$ cat src/aodbc_pkg.sv
// Package for absorbance OD block: widths, constants, kind codes, shared types.
// No dependencies.
package aodbc_pkg;

    localparam int CHANNELS_DEF   = 4;
    localparam int COUNT_BITS_DEF = 24;
    localparam int LOG_FRAC       = 24;

    localparam logic [31:0] LOG10_2_Q32 = 32'd1292913986;
    localparam logic [23:0] PATH_RESET  = 24'd65536;
    localparam logic [31:0] A260_RESET  = 32'd3276800;
    localparam logic [15:0] BLANK_RESET = 16'd1;

    localparam logic signed [39:0] FSUM_MAX = 40'sh7F_FFFF_FFFF;
    localparam logic signed [39:0] FSUM_MIN = -40'sh80_0000_0000;
    localparam logic signed [47:0] CONC_MAX = 48'sh7FFF_FFFF_FFFF;
    localparam logic signed [47:0] CONC_MIN = -48'sh8000_0000_0000;

    typedef enum logic [1:0] {
        KIND_BLANK   = 2'd0,
        KIND_MEASURE = 2'd1,
        KIND_CLEAR   = 2'd2,
        KIND_NONE    = 2'd3
    } kind_t;

    localparam logic [1:0] CH_260 = 2'd1;

    localparam logic [1:0] CFG_PATH  = 2'd0;
    localparam logic [1:0] CFG_A260  = 2'd1;
    localparam logic [1:0] CFG_BLANK = 2'd2;

    // Request/response between sequencer and log unit.
    typedef struct packed {
        logic        start;
        logic [31:0] x;
    } log_req_t;

    typedef struct packed {
        logic               done;
        logic signed [31:0] res;
    } log_rsp_t;

    // Request/response for the shared divider.
    typedef struct packed {
        logic        start;
        logic [63:0] num;
        logic [39:0] den;
    } div_req_t;

    typedef struct packed {
        logic        done;
        logic [63:0] quo;
    } div_rsp_t;

endpackage

$ cat src/aodbc_log2.sv
// Iterative log2 unit, squaring method, one fraction bit per cycle.
// Depends on aodbc_pkg.
module aodbc_log2 (
    input  logic                clk,
    input  logic                rst_n,
    input  aodbc_pkg::log_req_t req,
    output aodbc_pkg::log_rsp_t rsp
);

    logic [32:0]        m_reg,   m_next;
    logic signed [31:0] res_reg, res_next;
    logic [4:0]         cnt_reg, cnt_next;
    logic               busy_reg, busy_next;
    logic               done_reg, done_next;
    logic [4:0]         lz;
    logic [65:0]        sq;
    logic [34:0]        sqs;

    // leading one position of x
    always_comb
    begin
        lz = 5'd0;
        for (int i = 0; i < 32; i++)
        begin
            if (req.x[i])
                lz = 5'(i);
        end
    end

    assign sq  = m_reg * m_reg;
    assign sqs = sq[65:31];

    always_comb
    begin
        m_next    = m_reg;
        res_next  = res_reg;
        cnt_next  = cnt_reg;
        busy_next = busy_reg;
        done_next = 1'b0;
        if (req.start)
        begin
            m_next    = 33'(req.x << (5'd31 - lz));
            res_next  = 32'(lz);
            cnt_next  = 5'd0;
            busy_next = 1'b1;
        end
        else if (busy_reg)
        begin
            if (sqs[32])
            begin
                m_next   = sqs[33:1];
                res_next = {res_reg[30:0], 1'b1};
            end
            else
            begin
                m_next   = sqs[32:0];
                res_next = {res_reg[30:0], 1'b0};
            end
            cnt_next = cnt_reg + 5'd1;
            if (cnt_reg == 5'(aodbc_pkg::LOG_FRAC - 1))
            begin
                busy_next = 1'b0;
                done_next = 1'b1;
            end
        end
    end

    always_ff @(posedge clk or negedge rst_n)
    begin
        if (!rst_n)
        begin
            busy_reg <= 1'b0;
            done_reg <= 1'b0;
            cnt_reg  <= 5'd0;
        end
        else
        begin
            busy_reg <= busy_next;
            done_reg <= done_next;
            cnt_reg  <= cnt_next;
        end
    end

    always_ff @(posedge clk)
    begin
        m_reg   <= m_next;
        res_reg <= res_next;
    end

    assign rsp.done = done_reg;
    assign rsp.res  = res_reg;

endmodule

$ cat config.mk
export PLATFORM = sky130hd
export DESIGN_NAME = aodbc_log2
export DESIGN_NICKNAME = d
export VERILOG_FILES = /design/src/aodbc_pkg.sv /design/src/aodbc_log2.sv
export SDC_FILE = /design/constraint.sdc
export NUM_CORES = 2
export LEC_CHECK = 0
export BUFFER_PORTS_ARGS = -buffer_cell sky130_fd_sc_hd__buf_4
export CAP_MARGIN = 20
export CORE_ASPECT_RATIO = 0.6
export CORE_MARGIN = 2
export CORE_UTILIZATION = 60
export DETAILED_ROUTE_END_ITERATION = 10
export PLACE_DENSITY = 0.81
export SLEW_MARGIN = 10
export SYNTH_ARGS = -nofsm -noshare
export SYNTH_HDL_FRONTEND = slang
export SYNTH_SLANG_ARGS = --single-unit
$ cat constraint.sdc
create_clock -name clk -period 13.5 [get_ports clk]
set_clock_uncertainty 0.05 [all_clocks]
set_input_delay 0 -clock clk [delete_from_list [all_inputs] [get_ports clk]]
set_output_delay 0 -clock clk [all_outputs]
set_load 0.01 [all_outputs]
# Word-level counts from Yosys, hierarchy flattened
# Index checks and enable logic that the tools add are counted.
# classes
n_addsub	2
multipliers	1
n_div	0
magnitude_cmp	0
n_eq_ne	1
n_shift	1
mux	45
n_bitwise	0
n_reduce_logical	1
# op_table
op	count
$mux W5	33
$mux W33	3
$mul A33 B33 Y65	1
$shl A32 B5 Y33	1
$mux W1	8
$add A5 B1 Y5 const B	1
$eq A5 B5 Y1 const B	1
$sub A5 B5 Y5 const A	1
$mux W2	1
$reduce_bool A2 Y1	1
# totals
regBits	72
latch_bits	0
mem_bits_rw	0
romBits	0
input_bits	35
out_inout_bits	33
word_cells	57
n_memories	0

# Longest topological paths before layout
# depth
ltp_word	34
mapped_depth	33
depth_no_buf	29

# Least setup slack after synthesis
# Ideal clock, no wire load.
# synth_timing
path_type	flip-flop to flip-flop
startpoint	register m_reg[11]
endpoint	register m_reg[28], data pin
setup_ps	256
arrival_time_ps	7557
required_ps	13194
slack_ps	5638
stages_incl_launch_ff	27
path_buffers	3
synth_period_minus_slack_ps	7862
path_cell_list	edfxtp_1 clkbuf_1 clkbuf_1 nand2_1 fa_1 inv_1 fa_1 fa_1 inv_1 fa_1 inv_1 fa_1 fa_1 fa_1 inv_1 fa_1 inv_1 ha_1 a21oi_1 o21ai_0 or4_1 a21oi_2 o31ai_2 xnor2_1 buf_4 mux2_2 o211a_1
# synth_between
elab_chain_cells	4
# synth_rtl
element	line	rtl
from (decl)	aodbc_log2.sv:10	logic [32:0] m_reg, m_next;
from (signal assigned)	aodbc_log2.sv:86	m_reg <= m_next;
$mul A33 B33 Y65	aodbc_log2.sv:30	assign sq = m_reg * m_reg;
$mux W33	aodbc_log2.sv:49	if (sqs[32])
$mux W33	aodbc_log2.sv:47	else if (busy_reg)
$mux W33	aodbc_log2.sv:40	if (req.start)
via m_next[28]	aodbc_log2.sv:10	
# The timed path passes the listed nets, and every way through them passes these cells. The select of a mux whose other input is x is not followed.
# A chain may end at the register's enable or synchronous reset.

# Final worst setup path
# layout_timing
startpoint	register m_reg[12]
endpoint	register m_reg[28], data pin
# The elaborated chain is that of the path after synthesis.

==> impl_results.md <==
* Run status: complete, no violations
* Setup TNS Final at 0 ns
* Max-Slew Margin vs Limit at 27.2%
* Synthesized Nets at between 5k and 6k
* Xor/xnor share of the synthesized area at 1.32%
* Place WS at 4.41 ns
* Number of port buffers at 67
* Fmax at between 100 and 150 MHz
* Post-cts sizing count at 0
* Post-route DRC at 0
* Io pins at 68
* Core area at 0.0577 mm^2
* Cell repeated most along the worst path: fa_1
* Initial drt markers at 2,596
* Setup-failing EPs final at 0
* Post-Synth Simple-Gate Area at roughly 11%
* DR WL/cell at 20.1 um
* Async SR Flop Fraction at 9.72%
* Layout cells sized above 1 at 4.31%
* Worst-path clk slew at 0.07 ns
* Worst-Skew Late Latency at 0.34 ns
* CP Launch Point: m_reg[12]$_DFFE_PP_
* Least-Margin Pin Slew at 1.09 ns
* Unrepaired setup endpoints after global routing: no
* Ant. Diodes at 0
* Post-Syn Area at 0.0352 mm^2
* Area of the multi-input gates at around 0.028 mm^2
* Die height at between 150 and 200 um
* Die area at 0.0607 mm^2
* Largest stage delay on the critical path at 1.07 ns
* CP Class: register to register
* Final core occ at 63.6%
* Initial antenna violation count at 0
* First-pass DRT Iterations at 9
* Main combinational cell family by area after synthesis: adder cells
* Chip width at approximately 320 um
* R2R depth at 28
* Top-area cell type share of the netlist area at 48.9%
* Maximum fanout along the worst path at 38
* Fin. Hold Viols at 0
* Critical Path AT at 9.30 ns
* Largest net degree at the start of global routing at 88
* First-pass GRT wire length at 150,000 um
* Max reg flops at 33
* Setup Fix Bufs, Post-CTS at 0
* R2r endpoint: m_reg[28]$_DFFE_PP_
* Area leader, netlist: fa_1
* Fill cells at around 4.7k
* Syn. warnings at 0
* Clock sink count at 72
* Reg area at 0.00186 mm^2
* HPWL after detailed placement at approximately 74,000 um
* Vias per inst at roughly 5.6
* Worst path required time at 13.55 ns
* Min Tclk post-route at 9.25 ns
* Clock buffer depth at 2
* Via count at 25.9k
* Top flip-flop cell by instance count after synthesis: edfxtp_1
* Setup crit start kind: register
* Worst reg-to-reg setup slack at 4.25 ns
* Post-synth EDFFs at 38
* Area fraction in compound gates after synthesis at roughly 5.9%
* Adder-cell share of the synthesized area at 58.4%
* Root buf cell: clkbuf_16
* Hold path endpoint: m_reg[29]$_DFFE_PP_
* Area grow syn2layout at 4.29%
* Slew Limit Fails at 0
* Count leader, synth: inv_1
* Synth cell count leaders: inv_1 (1,159), fa_1 (859), nand2_1 (357)
* Nets at 4,990
* CTS Buf Count at 9
* Hold depth at 5
* Routability cong. at ~0.98
* Total global routing overflow at 0
* Hold_sp: req[31]
* Synth area leaders: fa_1 (49%), inv_1 (12%), ha_1 (9.6%)
* Final Cell Area at 0.0367 mm^2
* Flop and latch count out of synthesis at 72
* Post-DP Area at approximately 0.036 mm^2
* Setup crit end kind: register
* Worst min path class: input pin to register
* Crit-path slowest cell: edfxtp_1
* Distinct cells, synth at 80
* Max Cap Viol at 0
* Final setup margin at 4.25 ns
* Register area share after synthesis at 5.28%
* DRT antenna net count at 0
* Worst R2R Start: m_reg[12]$_DFFE_PP_
* Post-synthesis instance total at 3,856
* Detailed Route WL at 92,300 um
* Starting density of the core at 61.0%
* Synthesized area per cell at 9.12 um^2
* FP Rows at 68
* Gr usage total at 32.3%
* Htree depth at 3
* Mux contribution to synthesized area at 3.42%
* Period utilization at 68.5%
* TritonCTS clock tree: done
* Number of global-route vias before repair at 27.3k
layer usage:
layer / GRT usage (%) / wire (um) / up-vias
met3: 10.0 / 12400 / 172
met2: 46.7 / 38500 / 1481
met5: 0.812 / 71 / -
met4: 6.08 / 2210 / 2
li1: - / - / 11300
met1: 48.2 / 39100 / 12900
cell usage in the layout (no fill, tap or decap), drive strengths merged, types with 20 or more instances in the layout:
master,Yosys,layout
nand2,357,357
nor2,167,167
nor3,27,27
inv,1160,1164
a211oi,20,20
a21oi,96,96
dfxtp,27,27
and2,203,203
mux2i,103,103
edfxtp,38,38
xnor2,34,34
a21o,22,22
fa,859,859
nand3,26,26
o21ai,65,65
buf,32,111
ha,269,269
layout make-up:
| cell class | count | area share, % |
|---|---|---|
| tap | 770 | 2.63 |
| sequential | 72 | 5.06 |
| inverter | 1161 | 11.9 |
| clock inverter | 6 | 0.157 |
| clock buffer | 10 | 0.682 |
| timing repair buffer | 113 | 2.33 |
| multi-input combinational | 2470 | 77.3 |
cells by family (layout without fill, tap and decap cells):
kind of cell             Yosys count  count (layout)
buffers and inverters           1314            1290
flip-flops                        72              72
AND/OR/NAND/NOR                  856             856
AO/OA/AOI/OAI                    317             317
XOR/XNOR                          53              53
multiplexers                     116             116
adder cells (fa/ha/maj)         1128            1128
per-stage QoR:
| step | cells | hold slack (ns) |
|---|---|---|
| finish | 4602 | 0.159 |
| global route | 4602 | 0.228 |
| CTS | 4602 | 0.164 |
| detailed placement | 4584 | -0.233 |
| global placement | 4584 | -0.232 |
| floorplan | 3856 | -0.346 |
worst max-delay path: cells and delay by family (launching register included):
kind / cells / cell delay [ns]
adder cells (fa/ha/maj): 9 / 4.01
AO/OA/AOI/OAI: 8 / 2.01
buffers and inverters: 8 / 1.08
flip-flops: 1 / 1.07
multiplexers: 1 / 0.38
AND/OR/NAND/NOR: 1 / 0.24
XOR/XNOR: 1 / 0.14
worst max-delay path by stage:
stage	end	depth (start not counted)
final	m_reg[28]$_DFFE_PP_	28
after global routing	m_reg[25]$_DFFE_PP_	28
after CTS	m_reg[28]$_DFFE_PP_	29
after detailed placement	m_reg[28]$_DFFE_PP_	29
after global placement	m_reg[28]$_DFFE_PP_	29
after floorplan	m_reg[28]$_DFFE_PP_	26
timing repair:
item / 4_1_cts / 5_1_grt
setup endpoints to repair: 0 / 0
hold buffers: 2 / 0
endpoints found under the hold margin: 7 / 0
Power is left out: the tool's default activity adds up to more than one toggle a clock period on the data nets, which glitch-free logic cannot reach.
