==> src/aodbc_pkg.sv <==
// Package for absorbance OD block: widths, constants, kind codes, shared types.
// No dependencies.
package aodbc_pkg;

    localparam int CHANNELS_DEF   = 4;
    localparam int COUNT_BITS_DEF = 24;
    localparam int LOG_FRAC       = 24;

    localparam logic [31:0] LOG10_2_Q32 = 32'd1292913986;
    localparam logic [23:0] PATH_RESET  = 24'd65536;
    localparam logic [31:0] A260_RESET  = 32'd3276800;
    localparam logic [15:0] BLANK_RESET = 16'd1;

    localparam logic signed [39:0] FSUM_MAX = 40'sh7F_FFFF_FFFF;
    localparam logic signed [39:0] FSUM_MIN = -40'sh80_0000_0000;
    localparam logic signed [47:0] CONC_MAX = 48'sh7FFF_FFFF_FFFF;
    localparam logic signed [47:0] CONC_MIN = -48'sh8000_0000_0000;

    typedef enum logic [1:0] {
        KIND_BLANK   = 2'd0,
        KIND_MEASURE = 2'd1,
        KIND_CLEAR   = 2'd2,
        KIND_NONE    = 2'd3
    } kind_t;

    localparam logic [1:0] CH_260 = 2'd1;

    localparam logic [1:0] CFG_PATH  = 2'd0;
    localparam logic [1:0] CFG_A260  = 2'd1;
    localparam logic [1:0] CFG_BLANK = 2'd2;

    // Request/response between sequencer and log unit.
    typedef struct packed {
        logic        start;
        logic [31:0] x;
    } log_req_t;

    typedef struct packed {
        logic               done;
        logic signed [31:0] res;
    } log_rsp_t;

    // Request/response for the shared divider.
    typedef struct packed {
        logic        start;
        logic [63:0] num;
        logic [39:0] den;
    } div_req_t;

    typedef struct packed {
        logic        done;
        logic [63:0] quo;
    } div_rsp_t;

endpackage

==> src/aodbc_div.sv <==
// Restoring radix-2 unsigned divider, one quotient bit per cycle.
// Depends on aodbc_pkg.
module aodbc_div (
    input  logic                clk,
    input  logic                rst_n,
    input  aodbc_pkg::div_req_t req,
    output aodbc_pkg::div_rsp_t rsp
);

    logic [63:0] q_reg, q_next;
    logic [40:0] r_reg, r_next;
    logic [39:0] d_reg;
    logic [5:0]  cnt_reg, cnt_next;
    logic        busy_reg, busy_next;
    logic        done_reg, done_next;
    logic [40:0] trial;
    logic [40:0] diff;

    assign trial = {r_reg[39:0], q_reg[63]};
    assign diff  = trial - {1'b0, d_reg};

    always_comb
    begin
        q_next    = q_reg;
        r_next    = r_reg;
        cnt_next  = cnt_reg;
        busy_next = busy_reg;
        done_next = 1'b0;
        if (req.start)
        begin
            q_next    = req.num;
            r_next    = '0;
            cnt_next  = 6'd0;
            busy_next = 1'b1;
        end
        else if (busy_reg)
        begin
            if (!diff[40])
            begin
                r_next = diff;
                q_next = {q_reg[62:0], 1'b1};
            end
            else
            begin
                r_next = trial;
                q_next = {q_reg[62:0], 1'b0};
            end
            cnt_next = cnt_reg + 6'd1;
            if (cnt_reg == 6'd63)
            begin
                busy_next = 1'b0;
                done_next = 1'b1;
            end
        end
    end

    always_ff @(posedge clk or negedge rst_n)
    begin
        if (!rst_n)
        begin
            busy_reg <= 1'b0;
            done_reg <= 1'b0;
            cnt_reg  <= 6'd0;
        end
        else
        begin
            busy_reg <= busy_next;
            done_reg <= done_next;
            cnt_reg  <= cnt_next;
        end
    end

    always_ff @(posedge clk)
    begin
        q_reg <= q_next;
        r_reg <= r_next;
        if (req.start)
            d_reg <= req.den;
    end

    assign rsp.done = done_reg;
    assign rsp.quo  = q_reg;

endmodule

==> config.mk <==
export PLATFORM = sky130hd
export DESIGN_NAME = aodbc_div
export DESIGN_NICKNAME = d
export VERILOG_FILES = /design/src/aodbc_pkg.sv /design/src/aodbc_div.sv
export SDC_FILE = /design/constraint.sdc
export NUM_CORES = 1
export LEC_CHECK = 0
export ABC_AREA = 0
export BUFFER_PORTS_ARGS = -buffer_cell sky130_fd_sc_hd__buf_2
export CORE_MARGIN = 4
export CORE_UTILIZATION = 50
export DETAILED_ROUTE_END_ITERATION = 10
export PLACE_DENSITY = 0.73
export SYNTH_ARGS = -nofsm -noshare
export SYNTH_HDL_FRONTEND = slang
export SYNTH_SLANG_ARGS = --single-unit
==> constraint.sdc <==
create_clock -name clk -period 5.6 [get_ports clk]
set_input_delay 0.28 -clock clk [delete_from_list [all_inputs] [get_ports clk]]
set_output_delay 0.28 -clock clk [all_outputs]
set_load 0.01 [all_outputs]
======== Word level (Yosys, flattened, before mapping) ========
Cells that the tools add are included.
word-level totals
  register bits ........................... 152
  bits in latches ......................... 0
  bits in writable memories ............... 0
  ROM bits ................................ 0
  input bits .............................. 107
  memories ................................ 0
operators by class
  $add $sub $neg .......................... 2
  multiply operators ...................... 0
  divide/modulo/power cells ............... 0
  $lt $le $gt $ge ......................... 0
  equal/unequal tests ..................... 1
  shifts and indexed selects .............. 0
  multiplexer cells ....................... 12
  bitwise gates (word level) .............. 0
  reductions and logical operators ........ 1
operator list
  cell                   count
  $mux W64               2
  $sub A41 B40 Y41       1
  $mux W40               1
  $mux W6                2
  $mux W1                7
  $add A6 B1 Y6 const B  1
  $eq A6 B6 Y1 const B   1
  $reduce_bool A2 Y1     1

======== Depth between registers and ports, before layout ========
Gate-level depths: netlist (run 1).
  word-level depth ........................ 4
  mapped depth ............................ 14

======== Least setup slack after synthesis (run 1) ========
OpenSTA, ideal clock, no wires.
  kind .................................... register to register
  start ................................... register q_reg[63]
  end ..................................... register r_reg[0]
  setup time .............................. 117 ps
  arrival time ............................ 2,995 ps
  slack ................................... 2,487 ps
  stages on the path, launching flop included .. 14
  path buffers ............................ 1
  clock period less this slack ............ 3,113 ps
  cells stage by stage .................... edfxtp_1 inv_1 ha_1 inv_1 fa_1 a211oi_1 o21ai_1 o2111a_1 o21ai_2 a21oi_2 o311ai_4 buf_8 o21ai_1 a32o_1
between the ends
  cells in the longest elaborated chain, start to end .. 2
ends and longest elaborated chain
  what                    RTL line         source
  start, declared         aodbc_div.sv:10  logic [63:0] q_reg, q_next;
  start signal, assigned  aodbc_div.sv:75  q_reg <= q_next;
  $sub A41 B40 Y41        aodbc_div.sv:20  assign diff = trial - {1'b0, d_reg};
  $mux W40 (*)            aodbc_div.sv:38  if (!diff[40])
  end signal, assigned    aodbc_div.sv:76  r_reg <= r_next;
  end, declared           aodbc_div.sv:11  logic [40:0] r_reg, r_next;
Mark *: on every way between the ends. The rest lies on a longest branch, timed or not.
A chain may end at the register's enable or synchronous reset.

======== Worst setup path in the final report (run 1) ========
  start ................................... register q_reg[63]
  end ..................................... register r_reg[14]
between the ends
  cells in the longest elaborated chain, start to end .. 2
ends and longest elaborated chain
  what              RTL line
  $sub A41 B40 Y41  aodbc_div.sv:20
  $mux W40          aodbc_div.sv:38
No other way between the ends.

==> results of run 1 <==
==> worst reg2reg max path, stage by stage (launching register included) <==
cell and delay, ns:
edfxtp_1 0.37, inv_1 0.08, ha_1 0.16, inv_1 0.06
fa_1 0.41, a211oi_1 0.21, o21ai_1 0.19, o2111a_1 0.32
o21ai_2 0.32, a21oi_2 0.18, a32oi_4 0.73, buf_4 0.34
nand2_1 0.13, a2111oi_1 0.33
==> per-layer routing <==
layer  GRT usage, %  share of wire, %
met3           7.07               8.0
met4           6.80               1.9
met5              0                 0
met2           36.4                47
met1           30.8                44
==> worst min path at each step <==
| stage | start | end | slack, ns | depth (start not counted) |
|---|---|---|---|---|
| 2_1_floorplan | rst_n | busy_reg | -0.02 | 0 |
| 3_3_place_gp | rst_n | cnt_reg[4] | 0.13 | 1 |
| 3_5_place_dp | rst_n | done_reg | 0.13 | 1 |
| 4_1_cts | req[15] | d_reg[15] | 0.0007 | 1 |
| 5_1_grt | req[10] | d_reg[10] | 0.00005 | 1 |
| 6_report | req[6] | d_reg[6] | 0.01 | 1 |
==> Yosys cell counts, types with 5 or more instances <==
| library cell | instances | share of area [%] |
|---|---|---|
| a21oi_1 | 44 | 2.4 |
| and3_1 | 8 | 0.55 |
| o21a_1 | 6 | 0.49 |
| a21o_1 | 18 | 1.5 |
| a211oi_1 | 15 | 1.2 |
| clkbuf_1 | 34 | 1.4 |
| mux2_2 | 64 | 7.9 |
| nand4_1 | 16 | 1.1 |
| nor2b_1 | 7 | 0.48 |
| a311oi_2 | 20 | 3.3 |
| o2111ai_1 | 6 | 0.58 |
| buf_1 | 5 | 0.21 |
| buf_2 | 11 | 0.60 |
| o21ai_0 | 35 | 1.9 |
| o21ai_1 | 20 | 1.1 |
| edfxtp_1 | 104 | 34 |
| a31oi_1 | 5 | 0.34 |
| dfrtp_1 | 8 | 2.2 |
| inv_1 | 56 | 2.3 |
| nor2_1 | 63 | 2.6 |
| a211o_1 | 5 | 0.48 |
| nand2_1 | 57 | 2.3 |
| xor2_1 | 11 | 1.1 |
| o21bai_1 | 13 | 1.1 |
| o211ai_1 | 12 | 0.99 |
| xnor2_1 | 19 | 1.8 |
| nand3_1 | 40 | 2.2 |
| ha_1 | 41 | 5.6 |
| dfxtp_1 | 40 | 8.8 |
| nor3_1 | 12 | 0.66 |
==> power groups by stage <==
stage          clock (mW)  sequential [mW]  combinational (mW)
3_5_place_dp            0             1.35               0.353
2_1_floorplan           0             1.36               0.192
3_3_place_gp            0             1.34               0.348
4_1_cts              1.14             1.32               0.357
6_report             1.12             1.32               0.360
5_1_grt              1.19             1.33               0.397
==> logic make-up after synthesis <==
kind of cell,count (synthesis),synth area share [%]
compound gates,239,20.2
xor+xnor,30,2.88
fa+ha+maj,42,5.84
buf+inv,112,5.30
flops,152,45.2
mux,67,8.23
simple gates,234,12.4
==> final cells by class <==
cell class | count | share of cell area [%]
Clock buffer | 17 | 3.97
Clock inverter | 15 | 1.25
Inverter | 56 | 1.96
Multi-Input combinational cell | 612 | 42.1
Sequential cell | 152 | 38.5
Tap cell | 229 | 2.67
Timing Repair Buffer | 190 | 9.58
==> stage by stage <==
stage          power (mW)  instance area, um2  worst slack [ns]
2_1_floorplan        1.56                9120              2.49
3_3_place_gp         1.69               10100              1.81
3_5_place_dp         1.70               10100              1.72
4_1_cts              2.82               10700              1.71
5_1_grt              2.92               10700              1.37
6_report             2.80               10700              1.67
==> results_dict.tcl, run 1 <==
set metrics [dict create \
    drt_iter0_markers 629 \
    grt_pass1_vias 7390 \
    place_inst 1230 \
    p_per_area_nw_per_um2 261 \
    nFillCells 1508 \
    reg2regPathDepth 13 \
    grt_first_pass_wirelength_um 37700 \
    worstSetupStartpoint "q_reg[63]" \
    clock_sinks 152 \
    drt_wl_total_um 23200 \
    synth_cells 876 \
    fin_util_pct 59.7 \
    worst-path-stages 13 \
    peakVddDrop_v 0.000201 \
    async_flop_share_pct 5.26 \
    synthFlopType "edfxtp_1" \
    grt_start_max_net_pins 77 \
    cts-root-buf "clkbuf_16" \
    timing.final.crit_share_pct 70.1 \
    path_cells "inv_1 > ha_1 > inv_1 > fa_1 > a211oi_1 > o21ai_1 > o2111a_1 > o21ai_2 > a21oi_2 > a32oi_4 > buf_4 > nand2_1 > a2111oi_1" \
    p_comb_share_pct 12.9 \
    reg2reg_to "r_reg[14]" \
    fin_nets 1178 \
    p_sw_uw 759 \
    final_cells 1271 \
    grt.overflow.total 0 \
    cp-start-kind "flip-flop" \
    synth.avg_cell_area_um2 10.4 \
    die_h_um 143 \
    clock_latency_ns 0.44 \
    ys_ff_latch 152 \
    pwr-share-clk_pct 39.9 \
    drtPass1Iterations 5 \
    gp_congestion 0.893 \
    antennaDiodeCount 0 \
    setup_violations 0 \
    timing.rr.start "q_reg[63]" \
    dpl.hpwl_um 16500 \
    cap_violations 0 \
    final_cell_mix "buf_2, edfxtp_1, mux2_2" \
    p_seq_share_pct 47.3 \
    switching_share_pct 27.1 \
    critPathTopFamily "compound AO/OA/AOI/OAI gates" \
    holdCritPathClass "in -> reg" \
    cts_buffer_depth 2 \
    slowest_stage "a32oi_4" \
    synth.distinct_cells 74 \
    leakage_nw 4.55 \
    rsz0062_at_grt "no" \
    crit_path_end "r_reg[14]" \
    ys_warn_count 0 \
    start_util_pct 50.8 \
    cts_tree "yes" \
    die_w_um 143 \
    clk_pin_slew_ns 0.07 \
    postCtsHoldBufs 2 \
    core_um2 18000 \
    worst_pin_slew_ns 0.889 \
    num_io_pins 172 \
    drtAntennaViolNets 0 \
    drc_errors 0 \
    status "complete, no violations" \
    critPathArrivalTime_ns 4.26 \
    ctsResizeCount 0 \
    rows 49 \
    antenna_found_initial 0 \
    crit_path_max_fanout 25 \
    syn_area_um2 9120 \
    min_period_ns 3.93 \
    via_per_inst 5.88 \
    synth-edff-count 104 \
    cp_common_cell "inv_1" \
    die-area_um2 20500 \
    intPower_mw 2.04 \
    end_kind "flip-flop" \
    track_usage_pct 23.1 \
    r2r_setup_slack_ns 1.67 \
    largest_reg_flops 64 \
    maxSlewViolCount 0 \
    dr_total_vias 7475 \
    syn2layout_area_growth_pct 17.6 \
    multiInputGateArea_um2 4510 \
    place.port_buffers 171 \
    required_ns 5.93 \
    worst-path-buf-inv 3 \
    synthesis.nets 1025 \
    critPathKind "reg -> reg" \
    final_layout_size_suffix_gt1_share_pct 30.1 \
    max_freq_ghz 0.255 \
    post_drt_wl_per_cell_um 18.3 \
    hold_viol 0 \
    relSlewSlack_pct 40.7 \
    worst_path_largest_cell_delay_ns 0.73 \
    yosysSeqAreaShare_pct 45.2 \
    setup-tns-final_ns 0 \
    post_cts_buffers 0 \
    holdWs_ns 0.0146 \
    htreeDepth 4 \
    seq_area_um2 4130 \
    mostFrequentLayoutCell "buf_2" \
    cts_made_buffers 17 \
    clock_skew_ns 0.00781 \
]
No activity file was read; power rests on OpenSTA's default activity.
==> run 2: changes to the inputs <==
--- a/config.mk
+++ b/config.mk
@@ -5,7 +5,7 @@
 export SDC_FILE = /design/constraint.sdc
 export NUM_CORES = 1
 export LEC_CHECK = 0
-export ABC_AREA = 0
+export ABC_AREA = 1
 export BUFFER_PORTS_ARGS = -buffer_cell sky130_fd_sc_hd__buf_2
 export CORE_MARGIN = 4
 export CORE_UTILIZATION = 50
==> constraint.sdc (replaced) <==
create_clock -name clk -period 3.85 [get_ports clk]
set_input_delay 0.1925 -clock clk [delete_from_list [all_inputs] [get_ports clk]]
set_output_delay 0.1925 -clock clk [all_outputs]
set_load 0.01 [all_outputs]
==> results_dict.tcl, run 2 <==
set metrics [dict create \
    mostFrequentLayoutCell "nand2_1" \
    syn2layout_area_growth_pct 21.4 \
    synth_area_leaders "edfxtp_1, nand2_1, inv_1" \
    post_drt_wl_per_cell_um 13.4 \
    relSlewSlack_pct 47.9 \
    post_cts_buffers 0 \
    maxSlewViolCount 0 \
    grt_pass1_vias 8329 \
    final_cells 1784 \
    post-place-ws_ns 1.05 \
    synth_top_area_share_pct 33.0 \
    critPathKind "reg -> reg" \
    track_usage_pct 22.7 \
    htreeDepth 4 \
    reg2reg_to "q_reg[0]" \
    min_from "req[68]" \
    clock_skew_ns 0.0147 \
    start_util_pct 50.7 \
    fin_util_pct 61.6 \
    synthFlopType "edfxtp_1" \
    clock_latency_ns 0.44 \
    fin_nets 1686 \
    timing.final.crit_share_pct 72.1 \
    drt_iter0_markers 573 \
    nFillCells 1726 \
    cts_tree "yes" \
    hold_end "q_reg[28]" \
    synth.distinct_cells 37 \
    crit_path_max_fanout 41 \
    totalPowerFinal_mw 4.10 \
    grt.overflow.total 0 \
    place.port_buffers 171 \
    met2WireLength_um 11200 \
    drtAntennaViolNets 0 \
    multiInputGateArea_um2 4350 \
    cp_common_cell "nand2_1" \
    place_area_um2 10500 \
    synth_top_area_cell "edfxtp_1" \
    required_ns 4.03 \
    ys_ff_latch 152 \
    cp-start-kind "flip-flop" \
    timing.rr.start "q_reg[63]" \
    drt_wl_total_um 23900 \
    holdCritPathClass "in -> reg" \
    final_design_area_no_fill_um2 11500 \
    critPathArrivalTime_ns 2.95 \
    cts_made_buffers 17 \
    dpl.hpwl_um 17900 \
    cts_buffer_depth 2 \
    antennaDiodeCount 0 \
    die_w_um 146 \
    synth-edff-count 104 \
    die-area_um2 21200 \
    ys_warn_count 0 \
    clock_sinks 152 \
    min_period_ns 2.78 \
    via_per_inst 4.88 \
    die_h_um 146 \
    fin_ws_ns 1.07 \
    worst_pin_slew_ns 0.782 \
    top_layer_used "met4" \
    drc_errors 0 \
    p_comb_share_pct 12.8 \
    setup_violations 0 \
    async_flop_share_pct 5.26 \
    seq_area_um2 4120 \
    ys_top_cells_by_count "nand2_1, inv_1, edfxtp_1" \
    intPower_mw 2.94 \
    r2r_setup_slack_ns 1.07 \
    wl_met3_um 1750 \
    synth.avg_cell_area_um2 7.11 \
    dr_total_vias 8712 \
    cts-root-buf "clkbuf_16" \
    cap_violations 0 \
    status "complete, no violations" \
    rows 50 \
    min_path_cells 3 \
    hold_viol 0 \
    max_freq_ghz 0.360 \
    clk_pin_slew_ns 0.08 \
    antenna_found_initial 0 \
    largest_reg_flops 64 \
    end_kind "flip-flop" \
    grt_start_max_net_pins 73 \
    reg2regPathDepth 14 \
    grt_first_pass_wirelength_um 39700 \
    core_um2 18600 \
    rsz0062_at_grt "no" \
    final_cell_mix "nand2_1, inv_1, buf_2" \
    wl_met1_um 10600 \
    synth_cells 1330 \
    worst_path_largest_cell_delay_ns 0.43 \
    path_cells "inv_1 > ha_1 > inv_1 > fa_1 > nand2_1 > nand2_1 > nand3_1 > nand2_2 > nand2_1 > nand3_2 > nand2_4 > nand3_1 > nand2_4 > o21ai_0" \
    yosysSeqAreaShare_pct 43.6 \
    pwr-share-clk_pct 40.6 \
    final_layout_size_suffix_gt1_share_pct 15.6 \
    p_per_area_nw_per_um2 357 \
    switching_share_pct 28.2 \
    synthesis.nets 1479 \
    slowest_stage "fa_1" \
    synth.most_common_cell "nand2_1" \
    setup-tns-final_ns 0 \
    p_seq_share_pct 46.6 \
    leakage_nw 6.22 \
    drtPass1Iterations 6 \
    place_inst 1710 \
    p_sw_mw 1.16 \
    holdWs_ns 0.0180 \
    peakVddDrop_v 0.000292 \
    num_io_pins 172 \
    syn_area_um2 9460 \
    gp_congestion 0.947 \
]
run 2: cell count changes after synthesis, sizes merged, moves of 13 or more:
| cell | before | now |
|---|---|---|
| nand2 | 57 | 613 |
| nand3 | 40 | 81 |
| o21ai | 56 | 24 |
| inv | 56 | 214 |
| a21o | 18 | 1 |
| a211oi | 19 | 0 |
| a311oi | 22 | 0 |
| clkbuf | 34 | 21 |
| mux2 | 64 | 0 |
| nor2 | 63 | 95 |
run 2: cell type report:
| type | count | area share (%) |
|---|---|---|
| Multi-Input combinational cell | 932 | 37.9 |
| Sequential cell | 152 | 35.9 |
| Timing Repair Buffer | 219 | 11.5 |
| Inverter | 215 | 7.03 |
| Clock buffer | 17 | 3.70 |
| Tap cell | 234 | 2.55 |
| Clock inverter | 15 | 1.37 |
run 2: worst max path at each step:
| stage | start | slack [ns] | endpoint | cells past startpoint |
|---|---|---|---|---|
| finish | q_reg[63] | 1.07 | q_reg[0] | 14 |
| global route | q_reg[63] | 0.80 | r_reg[0] | 16 |
| CTS | q_reg[63] | 1.06 | r_reg[21] | 16 |
| detailed placement | q_reg[63] | 1.05 | q_reg[0] | 14 |
| global placement | q_reg[63] | 1.17 | q_reg[0] | 14 |
| floorplan | q_reg[63] | 1.46 | q_reg[0] | 15 |
run 2: kinds of logic (layout without fill, tap and decap cells):
family	Yosys count	count (layout)	share of synthesized area [%]
xor+xnor	23	23	2.13
simple gates	797	797	33.8
buf+inv	246	466	10.4
fa+ha+maj	42	42	5.64
compound gates	70	70	4.38
flops	152	152	43.6
run 2: critical path: cells and delay by family, from the launching register on:
family / cells / cell delay (ns)
AOI/OAI and AO/OA: 1 / 0.13
adders and majority gates: 2 / 0.57
buffers and inverters: 2 / 0.15
DFF: 1 / 0.39
and+or+nand+nor: 9 / 1.24
run 2: power groups by stage:
stage | combinational, mW | sequential (mW) | clock, mW
finish | 0.524 | 1.91 | 1.66
global placement | 0.484 | 1.95 | 0
global route | 0.591 | 1.93 | 1.75
CTS | 0.526 | 1.91 | 1.69
floorplan | 0.266 | 1.97 | 0
detailed placement | 0.492 | 1.94 | 0
run 2: timing repair:
item / in CTS / in global routing
resized for setup: 0 / 0
endpoints found under the hold margin: 49 / 0
hold buffers: 42 / 0
run 2: layer usage:
layer | vias to the layer above | global-route usage, %
li1 | 4505 | -
met3 | 26 | 5.51
met2 | 283 | 38.0
met4 | 0 | 6.89
met1 | 3898 | 29.2
met5 | - | 0
==> run 3: changes to the inputs <==
--- a/config.mk
+++ b/config.mk
@@ -10,7 +10,7 @@
 export CORE_MARGIN = 4
 export CORE_UTILIZATION = 50
 export DETAILED_ROUTE_END_ITERATION = 10
-export PLACE_DENSITY = 0.73
+export PLACE_DENSITY = 0.76
 export SYNTH_ARGS = -nofsm -noshare
 export SYNTH_HDL_FRONTEND = slang
 export SYNTH_SLANG_ARGS = --single-unit
==> constraint.sdc (replaced) <==
create_clock -name clk -period 2.4 [get_ports clk]
set_input_delay 0.12 -clock clk [delete_from_list [all_inputs] [get_ports clk]]
set_output_delay 0.12 -clock clk [all_outputs]
set_load 0.01 [all_outputs]
==> results_dict.tcl, run 3 (synthesized netlist as in run 2, its figures left out) <==
set metrics [dict create \
    status "finished, violations left" \
    violations "hold timing, setup timing" \
    cts_made_buffers 17 \
    peakVddDrop_v 0.000513 \
    clock_skew_ns 0.0123 \
    cp-start-kind "flip-flop" \
    relSlewSlack_pct 59.0 \
    die_w_um 146 \
    setup-tns-final_ns -0.640 \
    drt_wl_total_um 29600 \
    fin_nets 1781 \
    cap_violations 0 \
    cts-root-buf "clkbuf_16" \
    holdCritPathClass "in -> reg" \
    dr_total_vias 9691 \
    clock_sinks 152 \
    clk_pin_slew_ns 0.06 \
    antenna_found_initial 0 \
    post_drt_wl_per_cell_um 15.8 \
    reg2regPathDepth 15 \
    final_layout_size_suffix_gt1_share_pct 21.8 \
    dpl.hpwl_um 19100 \
    min_period_ns 2.44 \
    rsz0062_at_grt "yes" \
    worst_pin_slew_ns 0.615 \
    hold_viol 1 \
    end_kind "flip-flop" \
    die_h_um 146 \
    cts_tree "yes" \
    drt_iter0_markers 881 \
    grt_first_pass_wirelength_um 45900 \
    drc_errors 0 \
    critPathArrivalTime_ns 2.81 \
    grt_start_max_net_pins 58 \
    mostFrequentLayoutCell "nand2_1" \
    leakage_nw 6.82 \
    via_per_inst 5.16 \
    track_usage_pct 26.5 \
    start_util_pct 50.7 \
    maxSlewViolCount 0 \
    timing.final.crit_share_pct 102 \
    max_freq_ghz 0.409 \
    syn2layout_area_growth_pct 37.3 \
    critPathKind "reg -> reg" \
    core_um2 18600 \
    antennaDiodeCount 0 \
    cts_buffer_depth 2 \
    nFillCells 1415 \
    grt.overflow.total 0 \
    final_cell_mix "nand2_1, inv_1, buf_2" \
    num_io_pins 172 \
    setup_violations 28 \
    p_per_area_nw_per_um2 539 \
    grt_pass1_vias 9507 \
    htreeDepth 4 \
    crit_path_max_fanout 7 \
    rows 50 \
    totalPowerFinal_mw 7.00 \
    fin_ws_ns -0.0440 \
    min_path_cells 3 \
    place.port_buffers 171 \
    die-area_um2 21200 \
    holdWs_ns -0.00411 \
    required_ns 2.77 \
    largest_reg_flops 64 \
    drtAntennaViolNets 0 \
    gp_congestion 0.984 \
    clock_latency_ns 0.43 \
    drtPass1Iterations 5 \
]
run 3: cell count changes in the layout (fill, tap and decap cells not counted), moves of 5 or more:
cell	before	now
buf_12	0	7
nor2_4	0	6
nand2_4	5	10
dlygate4sd3_1	42	102
nand3_2	1	13
ha_1	41	28
buf_4	7	29
ha_4	0	9
nand2_1	603	561
nand2_2	5	39
nand3_1	79	65
a21oi_1	34	28
a21oi_2	0	6
run 3: worst paths after layout:
check	endpoint	startpoint	slack (ns)
min in group asynchronous	cnt_reg[1]	rst_n	0.07
max in group asynchronous	cnt_reg[2]	rst_n	2.16
setup / recovery	r_reg[22]	d_reg[25]	-0.04
hold reg to reg	r_reg[8]	r_reg[8]	0.47
setup reg to reg	r_reg[22]	d_reg[25]	-0.04
hold / removal	q_reg[32]	req[72]	-0.004
run 3: layer usage:
layer  vias to the layer above  track usage (%)  wire, um
li1                       4698                -         -
met1                      4418             33.1     11800
met2                       487             44.4     14400
met3                        88             6.23      2420
met4                         0             11.0      1030
met5                         -                0         0
run 3: cell type report:
cell class | instances | area [um2] | area share, %
clock buffer | 17 | 425 | 3.28
inverter | 215 | 807 | 6.21
tap | 234 | 293 | 2.25
clock inverter | 14 | 185 | 1.43
multi-input combinational | 932 | 4800 | 36.9
sequential | 152 | 4120 | 31.8
timing repair buffer | 314 | 2350 | 18.1
run 3: stage by stage:
step / cells / setup slack [ns] / cell area [um2] / utilization (%)
after floorplan: 1330 / 0.0125 / 9460 / -
after CTS: 1870 / -0.00811 / 12500 / 66.9
final: 1878 / -0.0440 / 13000 / 69.7
after global placement: 1732 / 0.0390 / 10700 / 57.5
after global routing: 1878 / -0.145 / 13000 / 69.7
after detailed placement: 1732 / -0.0455 / 10700 / 57.5
run 3: what timing repair did:
item                       CTS  global route
pin swaps                    4            40
hold buffers               102             0
gates resized for setup      8           103
gates cloned                 1             4
setup endpoints to repair   37            41
hold endpoints to repair   109             0
setup buffers                4             6
run 3: worst max-delay path, cell delays in order, from the launching register on:
cell and delay (ns):
edfxtp_1 0.38, inv_2 0.08, ha_2 0.30, a21oi_2 0.17, o21ai_0 0.13, nand2_1 0.09
nand2_1 0.11, a21oi_4 0.30, nand2_4 0.11, nand2_4 0.10, nand2_8 0.09, buf_4 0.16
buf_12 0.13, nand2_1 0.07, nand3_2 0.07, nand2_1 0.09
run 3: report_power, final:
part | switching (mW) | internal (mW)
sequential | 0.0972 | 2.99
combinational | 0.603 | 0.464
clock | 1.19 | 1.66
total | 1.89 | 5.11
